<file path="src/hw/rtl/utf8_indexed_char_decoder_assert.svh">
// ----------------------------------------------------------------------------
// UTF-8 indexed character decoder assertion macros
// Assertion macros shared by the decoder RTL; they compile to nothing when
// ASSERT_OFF is defined.
// ----------------------------------------------------------------------------
`ifndef UTF8_INDEXED_CHAR_DECODER_ASSERT_SVH
`define UTF8_INDEXED_CHAR_DECODER_ASSERT_SVH

`ifndef ASSERT_OFF

// The consequent must hold in the same cycle as the antecedent.
`define UTF8IC_ASSERT_IMP(label, clk, rst_n, ante, cons) \
    label: assert property (@(posedge clk) disable iff (!rst_n) (ante) |-> (cons)) \
        else $error("assertion failed: same-cycle implication");

// The consequent must hold in the cycle after the antecedent.
`define UTF8IC_ASSERT_NEXT(label, clk, rst_n, ante, cons) \
    label: assert property (@(posedge clk) disable iff (!rst_n) (ante) |=> (cons)) \
        else $error("assertion failed: next-cycle implication");

`else

`define UTF8IC_ASSERT_IMP(label, clk, rst_n, ante, cons)
`define UTF8IC_ASSERT_NEXT(label, clk, rst_n, ante, cons)

`endif

`endif

</file>
<file path="src/hw/rtl/utf8ic_pkg.sv">
// ----------------------------------------------------------------------------
// UTF-8 indexed character decoder package
// Item types, field widths and lead-byte constants of the decoder.
// ----------------------------------------------------------------------------
package utf8ic_pkg;

    localparam int BYTE_W          = 8;
    localparam int CP_W            = 21;
    localparam int INDEX_W         = 16;
    localparam int COUNT_OUT_W     = 16;
    localparam int COUNT_BITS_DEF  = 16;
    localparam int LEFT_W          = 2;

    // Lead-byte class boundaries.
    localparam logic [BYTE_W-1:0] ASCII_LIMIT   = 8'h80;
    localparam logic [BYTE_W-1:0] LEAD2_FIRST   = 8'hC0;
    localparam logic [BYTE_W-1:0] LEAD3_FIRST   = 8'hE0;
    localparam logic [BYTE_W-1:0] LEAD4_FIRST   = 8'hF0;
    localparam logic [BYTE_W-1:0] LEAD4_LAST    = 8'hF7;

    // Payload masks.
    localparam logic [BYTE_W-1:0] CONT_MASK     = 8'h3F;
    localparam logic [BYTE_W-1:0] LEAD2_MASK    = 8'h1F;
    localparam logic [BYTE_W-1:0] LEAD3_MASK    = 8'h0F;
    localparam logic [BYTE_W-1:0] LEAD4_MASK    = 8'h07;

    typedef struct packed {
        logic [BYTE_W-1:0] text_byte;
        logic              final_byte;
    } t_in_item;

    typedef struct packed {
        logic [CP_W-1:0]        code_point;
        logic                   target_found;
        logic [COUNT_OUT_W-1:0] char_count;
    } t_out_item;

endpackage

</file>
<file path="src/hw/rtl/utf8_indexed_char_decoder.sv">
// ----------------------------------------------------------------------------
// UTF-8 indexed character decoder
// Walks a byte-serial UTF-8 string and returns the code point at a chosen
// character index together with the character count.
// ----------------------------------------------------------------------------
// The decoder takes one string byte per cycle while not stalled, with no gaps
// needed between strings, and gives exactly one result item when the byte
// marked final is taken, through the result register or, while that is
// held, the skid register. The byte step is a single pass of shallow logic
// from the decoder state registers into the result register. A two-entry
// output buffer (result register plus a skid register) lets input keep
// flowing while a result waits; input stalls only while both entries are
// full. The character index to look up is written through the configuration
// port, which is always ready and should be written only between strings.
module utf8_indexed_char_decoder
    import utf8ic_pkg::*;
#(
    parameter int COUNT_BITS = COUNT_BITS_DEF
) (
    input  logic                i_clk,
    input  logic                i_rst_n,

    // Configuration write channel: target character index.
    input  logic                i_cfg_valid,
    output logic                o_cfg_ready,
    input  logic [INDEX_W-1:0]  i_cfg_data,

    // Byte input channel.
    input  logic                i_in_valid,
    output logic                o_in_stall,
    input  t_in_item            i_in_item,

    // Result output channel.
    output logic                o_out_valid,
    input  logic                i_out_stall,
    output t_out_item           o_out_item
);

    `include "utf8_indexed_char_decoder_assert.svh"

    // Width used to compare the character position against the index and to
    // saturate the reported count.
    localparam int CMP_W = (COUNT_BITS > INDEX_W) ? COUNT_BITS : INDEX_W;
    localparam logic [CMP_W-1:0] COUNT_OUT_MAX = CMP_W'({COUNT_OUT_W{1'b1}});

    // Configuration register.
    logic [INDEX_W-1:0]     r_target_index;

    // Per-string decoder state.
    logic [LEFT_W-1:0]      r_bytes_left,     n_bytes_left;
    logic [CP_W-1:0]        r_accumulator,    n_accumulator;
    logic [COUNT_BITS-1:0]  r_char_counter,   n_char_counter;
    logic                   r_walk_stuck,     n_walk_stuck;
    logic                   r_capturing,      n_capturing;
    logic [CP_W-1:0]        r_captured_point, n_captured_point;
    logic                   r_captured_valid, n_captured_valid;

    // Output buffer.
    logic                   r_out_valid;
    t_out_item              r_out;
    logic                   r_skid_valid;
    t_out_item              r_skid;

    logic                   in_fire;
    logic                   out_fire;
    logic                   res_valid;
    t_out_item              res_item;

    logic [BYTE_W-1:0]      byte_in;
    logic                   lead_invalid;
    logic [BYTE_W-1:0]      lead_bits;
    logic [LEFT_W-1:0]      lead_left;
    logic [CMP_W-1:0]       pos_ext;
    logic [CMP_W-1:0]       target_ext;
    logic [CP_W-1:0]        acc_shifted;

    assign o_cfg_ready = 1'b1;
    assign o_in_stall  = r_skid_valid;
    assign in_fire     = i_in_valid && !r_skid_valid;
    assign out_fire    = r_out_valid && !i_out_stall;

    assign o_out_valid = r_out_valid;
    assign o_out_item  = r_out;

    assign byte_in     = i_in_item.text_byte;
    assign pos_ext     = CMP_W'(r_char_counter);
    assign target_ext  = CMP_W'(r_target_index);
    assign acc_shifted = {r_accumulator[CP_W-7:0], byte_in[5:0] & CONT_MASK[5:0]};

    // Classify a lead byte: sequence length follows the counting rule, and
    // stray continuation bytes and bytes above the four-byte range are
    // invalid as leads even though they still count as characters.
    always_comb begin
        lead_invalid = (byte_in inside {[ASCII_LIMIT:LEAD2_FIRST - 8'd1]})
                    || (byte_in > LEAD4_LAST);
        if (byte_in < ASCII_LIMIT) begin
            lead_left = 2'd0;
            lead_bits = byte_in;
        end else if (byte_in < LEAD3_FIRST) begin
            lead_left = 2'd1;
            lead_bits = byte_in & LEAD2_MASK;
        end else if (byte_in < LEAD4_FIRST) begin
            lead_left = 2'd2;
            lead_bits = byte_in & LEAD3_MASK;
        end else begin
            lead_left = 2'd3;
            lead_bits = byte_in & LEAD4_MASK;
        end
    end

    // One byte step of the decoder, then the result of the string and the
    // per-string clear when the byte is the final one.
    always_comb begin
        n_bytes_left     = r_bytes_left;
        n_accumulator    = r_accumulator;
        n_char_counter   = r_char_counter;
        n_walk_stuck     = r_walk_stuck;
        n_capturing      = r_capturing;
        n_captured_point = r_captured_point;
        n_captured_valid = r_captured_valid;
        res_valid        = 1'b0;
        res_item         = '0;

        if (in_fire) begin
            if (r_bytes_left == '0) begin
                // A lead byte starts a new character at position r_char_counter.
                if (!r_walk_stuck && !r_captured_valid && pos_ext <= target_ext) begin
                    if (lead_invalid) begin
                        n_walk_stuck = 1'b1;
                    end else if (pos_ext == target_ext) begin
                        if (lead_left == '0) begin
                            n_captured_point = CP_W'(byte_in);
                            n_captured_valid = 1'b1;
                        end else begin
                            n_capturing   = 1'b1;
                            n_accumulator = CP_W'(lead_bits);
                        end
                    end
                end
                if (r_char_counter != {COUNT_BITS{1'b1}}) begin
                    n_char_counter = r_char_counter + COUNT_BITS'(1);
                end
                n_bytes_left = lead_left;
            end else begin
                // Continuation byte: taken as such whatever its value.
                n_bytes_left = r_bytes_left - LEFT_W'(1);
                if (r_capturing) begin
                    n_accumulator = acc_shifted;
                    if (r_bytes_left == LEFT_W'(1)) begin
                        n_captured_point = acc_shifted;
                        n_captured_valid = 1'b1;
                        n_capturing      = 1'b0;
                    end
                end
            end

            if (i_in_item.final_byte) begin
                res_valid               = 1'b1;
                res_item.code_point     = n_captured_valid ? n_captured_point : '0;
                res_item.target_found   = n_captured_valid;
                if (CMP_W'(n_char_counter) > COUNT_OUT_MAX) begin
                    res_item.char_count = {COUNT_OUT_W{1'b1}};
                end else begin
                    res_item.char_count = COUNT_OUT_W'(CMP_W'(n_char_counter));
                end
                // A sequence cut short simply ends here; nothing carries over.
                n_bytes_left     = '0;
                n_accumulator    = '0;
                n_char_counter   = '0;
                n_walk_stuck     = 1'b0;
                n_capturing      = 1'b0;
                n_captured_point = '0;
                n_captured_valid = 1'b0;
            end
        end
    end

    // Configuration register.
    always_ff @(posedge i_clk) begin
        if (!i_rst_n) begin
            r_target_index <= '0;
        end else if (i_cfg_valid && o_cfg_ready) begin
            r_target_index <= i_cfg_data;
        end
    end

    // Decoder state.
    always_ff @(posedge i_clk) begin
        if (!i_rst_n) begin
            r_bytes_left     <= '0;
            r_accumulator    <= '0;
            r_char_counter   <= '0;
            r_walk_stuck     <= 1'b0;
            r_capturing      <= 1'b0;
            r_captured_point <= '0;
            r_captured_valid <= 1'b0;
        end else begin
            r_bytes_left     <= n_bytes_left;
            r_accumulator    <= n_accumulator;
            r_char_counter   <= n_char_counter;
            r_walk_stuck     <= n_walk_stuck;
            r_capturing      <= n_capturing;
            r_captured_point <= n_captured_point;
            r_captured_valid <= n_captured_valid;
        end
    end

    // Output buffer. The skid register fills only when a new result arrives
    // while the result register is held by a stalled consumer; while it is
    // full the input stalls, so no result can be dropped.
    always_ff @(posedge i_clk) begin
        if (!i_rst_n) begin
            r_out_valid  <= 1'b0;
            r_skid_valid <= 1'b0;
        end else if (r_skid_valid) begin
            if (out_fire) begin
                r_out_valid  <= 1'b1;
                r_skid_valid <= 1'b0;
            end
        end else if (res_valid) begin
            if (!r_out_valid || out_fire) begin
                r_out_valid <= 1'b1;
            end else begin
                r_skid_valid <= 1'b1;
            end
        end else if (out_fire) begin
            r_out_valid <= 1'b0;
        end
    end

    always_ff @(posedge i_clk) begin
        if (r_skid_valid) begin
            if (out_fire) begin
                r_out <= r_skid;
            end
        end else if (res_valid) begin
            if (!r_out_valid || out_fire) begin
                r_out <= res_item;
            end else begin
                r_skid <= res_item;
            end
        end
    end

    // The skid entry is only ever used behind a full result register.
    `UTF8IC_ASSERT_IMP(a_skid_behind_out, i_clk, i_rst_n, r_skid_valid, r_out_valid)
    // A result without a found target carries a zero code point.
    `UTF8IC_ASSERT_IMP(a_zero_when_missing, i_clk, i_rst_n,
        r_out_valid && !r_out.target_found, r_out.code_point == '0)
    // Capture is in progress only while continuation bytes are still due.
    `UTF8IC_ASSERT_IMP(a_capture_needs_cont, i_clk, i_rst_n,
        r_capturing, r_bytes_left != '0 && !r_captured_valid)
    // A final byte always leaves the per-string state cleared.
    `UTF8IC_ASSERT_NEXT(a_clear_after_final, i_clk, i_rst_n,
        in_fire && i_in_item.final_byte,
        r_char_counter == '0 && r_bytes_left == '0 && !r_captured_valid)

endmodule
</file>
<file path="config.mk">
export PLATFORM = sky130hd
export DESIGN_NAME = utf8_indexed_char_decoder
export DESIGN_NICKNAME = d
export VERILOG_FILES = /design/src/hw/rtl/utf8ic_pkg.sv /design/src/hw/rtl/utf8_indexed_char_decoder.sv
export VERILOG_INCLUDE_DIRS = /design/src /design/src/hw/rtl
export SDC_FILE = /design/constraint.sdc
export NUM_CORES = 1
export LEC_CHECK = 0
export BUFFER_PORTS_ARGS = -buffer_cell sky130_fd_sc_hd__buf_4
export CAP_MARGIN = 5
export CORE_ASPECT_RATIO = 1.4
export CORE_MARGIN = 8
export CORE_UTILIZATION = 35
export DETAILED_ROUTE_END_ITERATION = 10
export HOLD_SLACK_MARGIN = 0.1
export PLACE_DENSITY_LB_ADDON = 0.3
export SYNTH_ARGS = -nofsm -noshare
export SYNTH_HDL_FRONTEND = slang
export SYNTH_SLANG_ARGS = --single-unit
</file>
<file path="constraint.sdc">
create_clock -name i_clk -period 7.59 [get_ports i_clk]
set_input_delay 0 -clock i_clk [delete_from_list [all_inputs] [get_ports i_clk]]
set_output_delay 0 -clock i_clk [all_outputs]
set_load 0.01 [all_outputs]
</file>
==> results of run 1 <==
## stage by stage
step,std cells,area (sq um),util [%]
after floorplan,701,7080,-
after global placement,981,7770,39.2
after detailed placement,981,7770,39.2
after CTS,1057,8790,44.3
after global routing,1057,8790,44.3
final,1057,8790,44.3
## layout make-up
cell class	instances	area, sq um	share of cell area, %
Tap cell	252	315	3.59
Sequential cell	151	3780	43.0
Multi-Input combinational cell	476	3000	34.1
Inverter	24	90.1	1.02
Clock buffer	17	425	4.84
Timing Repair Buffer	122	1030	11.7
Clock inverter	15	150	1.71
## cells in the final DEF (no fill, tap or decap), types with 19 or more instances in the layout
cell type and instances:
nor2_1 43, o211ai_1 19, dfxtp_1 75, inv_1 22, a21o_1 25, a21oi_1 71
buf_4 78, mux2i_1 25, dlygate4sd3_1 44, nand3_1 26, edfxtp_1 76, nand2_1 89
## state kept, by name, summed over array words and instances (netlist names)
register and count:
o_out_item 38, r_skid 38, r_captured_point 21, pos_ext 16
r_target_index 16, r_accumulator 15, r_bytes_left 2, o_in_stall 1
o_out_valid 1, r_captured_valid 1, r_capturing 1, r_walk_stuck 1
## final timing paths
check / end / depth (start not counted) / startpoint / slack [ns]
worst min-delay path: pos_ext[15]$_SDFFE_PN0P_ / 4 / i_in_valid / 0.20
worst min register to register: r_captured_point[20]$_SDFFE_PN0P_ / 2 / r_accumulator[14]$_SDFFE_PN0P_ / 0.49
worst max-delay path: r_skid[34]$_DFFE_PP_ / 6 / i_in_item[0] / 4.94
worst max register to register: o_out_item[32]$_DFFE_PP_ / 5 / r_bytes_left[1]$_SDFFE_PN0P_ / 4.97
## critical path, cell delays in order
cell	delay (ns)
dlygate4sd3_1	0.53
buf_4	0.22
clkinv_1	0.52
nor2_1	0.33
and3_1	0.64
buf_4	0.45
## power groups by stage
stage                     combinational (mW)  sequential, mW  clock, mW
after global placement                 0.125           0.897          0
after CTS                              0.147           0.879      0.845
final                                  0.146           0.879      0.828
after detailed placement               0.126           0.897          0
after floorplan                       0.0690           0.900          0
after global routing                   0.159           0.881      0.879
## kinds of logic (layout without fill, tap and decap cells)
family                   count (synthesis)  in the layout  synth area share [%]
AO/OA/AOI/OAI                          190            190                  18.1
XOR/XNOR                                11             11                  1.36
adder cells (fa/ha/maj)                 17             17                  3.01
buffers and inverters                   74            178                  4.38
flip-flops                             151            151                  53.5
multiplexers                            25             25                  3.54
other                                    1              1                0.0530
AND/OR/NAND/NOR                        232            232                  16.1
## layer usage
| metal | share of wire [%] | wire (um) | GRT usage (%) | vias to the layer above |
|---|---|---|---|---|
| met5 | 0 | 0 | 0 | - |
| met4 | 1.5 | 278 | 5.55 | 0 |
| met3 | 5.1 | 932 | 3.35 | 20 |
| met2 | 48 | 8670 | 24.4 | 145 |
| met1 | 45 | 8220 | 18.7 | 2739 |
| li1 | - | - | - | 2779 |
==> results.py, run 1 <==
metrics = {
    "layout": {
        "final_net_count": 839,
        "area.growth.synth_to_final_pct": 24.2,
        "drive_gt1_share_pct": 15.8,
        "final.fill_count": 1905,
        "antennaDiodeCount": 0,
    },
    "detailed_routing": {
        "num_vias": 5683,
        "drt-wirelength-per-cell_um": 17.1,
        "drt-vias-per-instance": 5.38,
        "drt-initial-drc-count": 440,
        "drc": 0,
        "totalWireLength_mm": 18.1,
        "drt-pass1-iter-count": 5,
        "antenna_left": 0,
    },
    "power": {
        "pnr_total_power_mw": 1.85,
        "cell_area_power_density_nw_per_um2": 211,
        "comb_power_share_pct": 7.9,
        "cellInternalPower_mw": 1.42,
        "max-vdd-ir-drop_mv": 0.161,
        "clock_power_share_pct": 44.7,
        "p_sw_mw": 0.435,
        "p_sw_share_pct": 23.5,
        "sequentialPowerShare_pct": 47.5,
        "leakagePower_nw": 3.25,
    },
    "yosys": {
        "synthDominantCellAreaShare_pct": 32.2,
        "ys_dominant_reg_cell": "edfxtp_1",
        "mapped_area_sq_um": 7080,
        "synth_nets": 748,
        "avgSynthCellArea_sq_um": 10.1,
        "synth.lib_cells_used.distinct": 62,
        "register_bit_total_from_synthesis": 151,
        "yosys.cell_count.top_type": "nand2_1",
        "yosysSeqAreaShare_pct": 53.5,
        "post_synth_edffs": 76,
        "synth_top_cells_by_count": "nand2_1, edfxtp_1, dfxtp_1",
        "yosysTopAreaCell": "edfxtp_1",
        "ys_async_sr_fraction_pct": 0,
        "synthCells": 701,
        "synthTopCellsByArea": "edfxtp_1, dfxtp_1, a21oi_1",
        "synth_warnings": 0,
    },
    "sta": {
        "finalCriticalPeriod_ns": 2.65,
        "worstMarginPinSlew_ns": 1.20,
        "fin_skew_ns": 0.0118,
        "rsz0062_at_grt": "false",
        "setup_viol": 0,
        "slew_headroom_pct": 19.8,
        "slew_violations": 0,
        "post-route-period-util_pct": 34.9,
        "finalHoldViolCount": 0,
        "finalWorstSetupSlack_ns": 4.94,
        "fin_setup_tns_ns": 0,
        "max_freq_ghz": 0.378,
        "worst_hold_slack_ns": 0.204,
    },
    "clock_tree": {
        "cts_hold_fix_bufs": 44,
        "clock-root-buffer": "clkbuf_16",
        "post_cts.repair.setup_buffers": 0,
        "clkTransAtPathRegs_ns": 0.06,
        "clock_tree.htree_level_count": 4,
        "numCtsBuffers": 17,
        "post_cts_resize_count": 0,
        "clock-sinks": 151,
        "clock_latency_ns": 0.42,
        "cts_max_path_buffers": 2,
        "tritoncts": "built",
    },
    "placed_design": {
        "detailed_place_hpwl_mm": 12.1,
        "gp_congestion": 0.818,
        "dpl_worst_slack_ns": 4.94,
        "buffer_ports.inserted": 69,
    },
    "global_routing": {
        "grt-ovfl-total": 0,
        "first_pass_grt_wire_length_mm": 29.5,
        "first_global_vias": 5598,
        "antenna_found_initial": 0,
        "track_usage_pct": 14.9,
        "largest_net_degree_at_the_start_of_global_routing": 42,
    },
    "floorplan": {
        "io-pin-count": 71,
        "core-area_sq_um": 19800,
        "initial_core_util_pct": 35.7,
        "placement_rows": 61,
        "die-height_um": 184,
        "fp.dieArea_sq_um": 25100,
        "die_x_um": 136,
    },
    "worst_setup_path": {
        "worst_setup_path_start_kind": "input pin",
        "endpoint_kind": "flop",
        "timing.critical_path.required_ns": 7.67,
        "critical_path_peak_fanout": 24,
        "timing.critical_path.arrival_ns": 2.73,
        "criticalPathCategory": "input pin to flop",
    },
    "worst_hold_path": {
        "worst_hold_path_type": "input pin to flop",
    },
    "flow_run": {
        "cap_violations": 0,
    },
    "status": {
        "status": "finished clean",
    },
}
Note: power is estimated with default switching activity, not from simulation.
==> run 2, diff against run 1 <==
==> constraint.sdc (replaced) <==
create_clock -name i_clk -period 2.2 [get_ports i_clk]
set_input_delay 0 -clock i_clk [delete_from_list [all_inputs] [get_ports i_clk]]
set_output_delay 0 -clock i_clk [all_outputs]
set_load 0.01 [all_outputs]
==> results.py, run 2 (same netlist as run 1, synthesis figures left out) <==
metrics = {
    "floorplan": {
        "fp.dieArea_sq_um": 25100,
        "initial_core_util_pct": 35.7,
        "core-area_sq_um": 19800,
        "die-height_um": 184,
        "io-pin-count": 71,
        "die_x_um": 136,
        "placement_rows": 61,
    },
    "power": {
        "p_sw_mw": 1.58,
        "cellInternalPower_mw": 4.84,
        "max-vdd-ir-drop_mv": 0.430,
        "leakagePower_nw": 3.54,
        "comb_power_share_pct": 8.9,
        "sequentialPowerShare_pct": 47.1,
        "p_sw_share_pct": 24.6,
        "clock_power_share_pct": 44.0,
        "cell_area_power_density_nw_per_um2": 689,
    },
    "layout": {
        "finish.instance_area_sq_um": 9330,
        "drive_gt1_share_pct": 23.8,
        "mostFrequentLayoutCell": "buf_4",
        "mostFrequentLayoutCells": "buf_4, nand2_1, edfxtp_1",
        "final_util_pct": 47.0,
        "antennaDiodeCount": 0,
        "area_occupied_by_multi_input_gates_sq_um": 3110,
        "area.growth.synth_to_final_pct": 31.8,
        "final_net_count": 891,
        "final.fill_count": 1888,
        "layout.area.seq_sq_um": 3790,
    },
    "detailed_routing": {
        "drt-wirelength-per-cell_um": 16.4,
        "antenna_left": 0,
        "drt-initial-drc-count": 489,
        "drt-vias-per-instance": 5.19,
        "totalWireLength_mm": 18.2,
        "drc": 0,
        "drt-pass1-iter-count": 5,
        "num_vias": 5760,
    },
    "worst_setup_path": {
        "critical_path_peak_fanout": 6,
        "worst_setup_path_start_kind": "flop",
        "timing.critical_path.arrival_ns": 2.48,
        "criticalPathCategory": "flop to flop",
        "endpoint_kind": "flop",
        "reg2regPathDepth": 7,
        "timing.critical_path.required_ns": 2.52,
    },
    "sta": {
        "slew_violations": 0,
        "slew_headroom_pct": 50.4,
        "setup_viol": 0,
        "post-route-period-util_pct": 98.0,
        "rsz0062_at_grt": "true",
        "fin_skew_ns": 0.0104,
        "finalHoldViolCount": 0,
        "finalCriticalPeriod_ns": 2.16,
        "worstMarginPinSlew_ns": 0.737,
        "max_freq_ghz": 0.464,
    },
    "clock_tree": {
        "clock_tree.htree_level_count": 4,
        "clkTransAtPathRegs_ns": 0.06,
        "clock_latency_ns": 0.43,
        "numCtsBuffers": 17,
        "clock-sinks": 151,
        "cts_max_path_buffers": 2,
        "clock-root-buffer": "clkbuf_16",
        "tritoncts": "built",
    },
    "global_routing": {
        "grt-ovfl-total": 0,
        "track_usage_pct": 14.7,
        "antenna_found_initial": 0,
        "first_global_vias": 5622,
        "largest_net_degree_at_the_start_of_global_routing": 42,
        "first_pass_grt_wire_length_mm": 29.5,
    },
    "flow_run": {
        "cap_violations": 0,
    },
    "placed_design": {
        "gp_congestion": 0.816,
        "buffer_ports.inserted": 69,
        "detailed_place_hpwl_mm": 12.5,
        "detailed_place.area_sq_um": 8130,
    },
    "worst_hold_path": {
        "worst_hold_path_type": "input pin to flop",
        "worst_hold_path.num_cells": 4,
    },
    "status": {
        "status": "finished clean",
    },
}
==> run 2: cell types whose count changed in the layout (fill, tap and decap cells not counted), moves of 3 or more <==
cell,change
dfxtp_2,+9
buf_4,+51
inv_2,+3
inv_1,-3
ha_1,-4
dfxtp_1,-9
ha_4,+4
==> run 2: final timing paths <==
kind / from / end / slack (ns)
worst min register to register: r_accumulator[14]$_SDFFE_PN0P_ / r_captured_point[20]$_SDFFE_PN0P_ / 0.48
worst min-delay path: i_in_valid / r_captured_valid$_SDFFE_PN0P_ / 0.18
worst max register to register: r_target_index[4]$_SDFFE_PN0P_ / r_captured_point[4]$_SDFFE_PN0P_ / 0.04
worst max-delay path: r_target_index[4]$_SDFFE_PN0P_ / r_captured_point[4]$_SDFFE_PN0P_ / 0.04
==> run 2: layer usage <==
layer	vias to the layer above	wire, um	global-route usage (%)
li1	2868	-	-
met1	2722	8440	19.3
met2	153	8530	23.4
met3	17	1000	3.02
met4	0	238	5.60
met5	-	0	0
==> run 2: worst max-delay path, cell delays in order (launching register included) <==
cell,delay (ns)
dfxtp_2,0.32
inv_1,0.04
ha_1,0.27
nand4_1,0.20
or4_4,0.62
o21ai_4,0.25
a21oi_4,0.12
a32o_1,0.23
==> run 2: cell type report <==
| cell class | instances | area share, % |
|---|---|---|
| clock inverter | 15 | 1.56 |
| tap | 252 | 3.38 |
| multi-input combinational | 476 | 33.4 |
| sequential | 151 | 40.7 |
| clock buffer | 17 | 4.56 |
| timing repair buffer | 174 | 15.5 |
| inverter | 24 | 0.966 |
==> run 2: repair_timing <==
item / in CTS / in global routing
endpoints found under the setup margin: 11 / 35
pin swaps: 2 / 20
hold buffers: 43 / 0
setup buffers: 0 / 8
gates cloned: 0 / 1
hold endpoints to repair: 55 / 0
gates resized for setup: 2 / 23
==> run 2: power by group through the flow <==
stage / sequential, mW / clock (mW) / combinational (mW)
finish: 3.03 / 2.82 / 0.570
global placement: 3.09 / 0 / 0.456
global route: 3.03 / 2.98 / 0.621
CTS: 3.03 / 2.88 / 0.534
detailed placement: 3.09 / 0 / 0.457
floorplan: 3.10 / 0 / 0.244
==> run 2: per-stage QoR <==
step                total power [mW]  setup WS, ns  TNS [ns]  std cells  hold WS, ns
finish                          6.42        0.0437         0       1109        0.176
global route                    6.64       -0.0581    -0.608       1109        0.222
CTS                             6.44        0.0199         0       1100        0.150
detailed placement              3.55       -0.0213   -0.0340       1025        0.244
global placement                3.54       0.00755         0       1025        0.233
floorplan                       3.34        0.0190         0        701        0.126
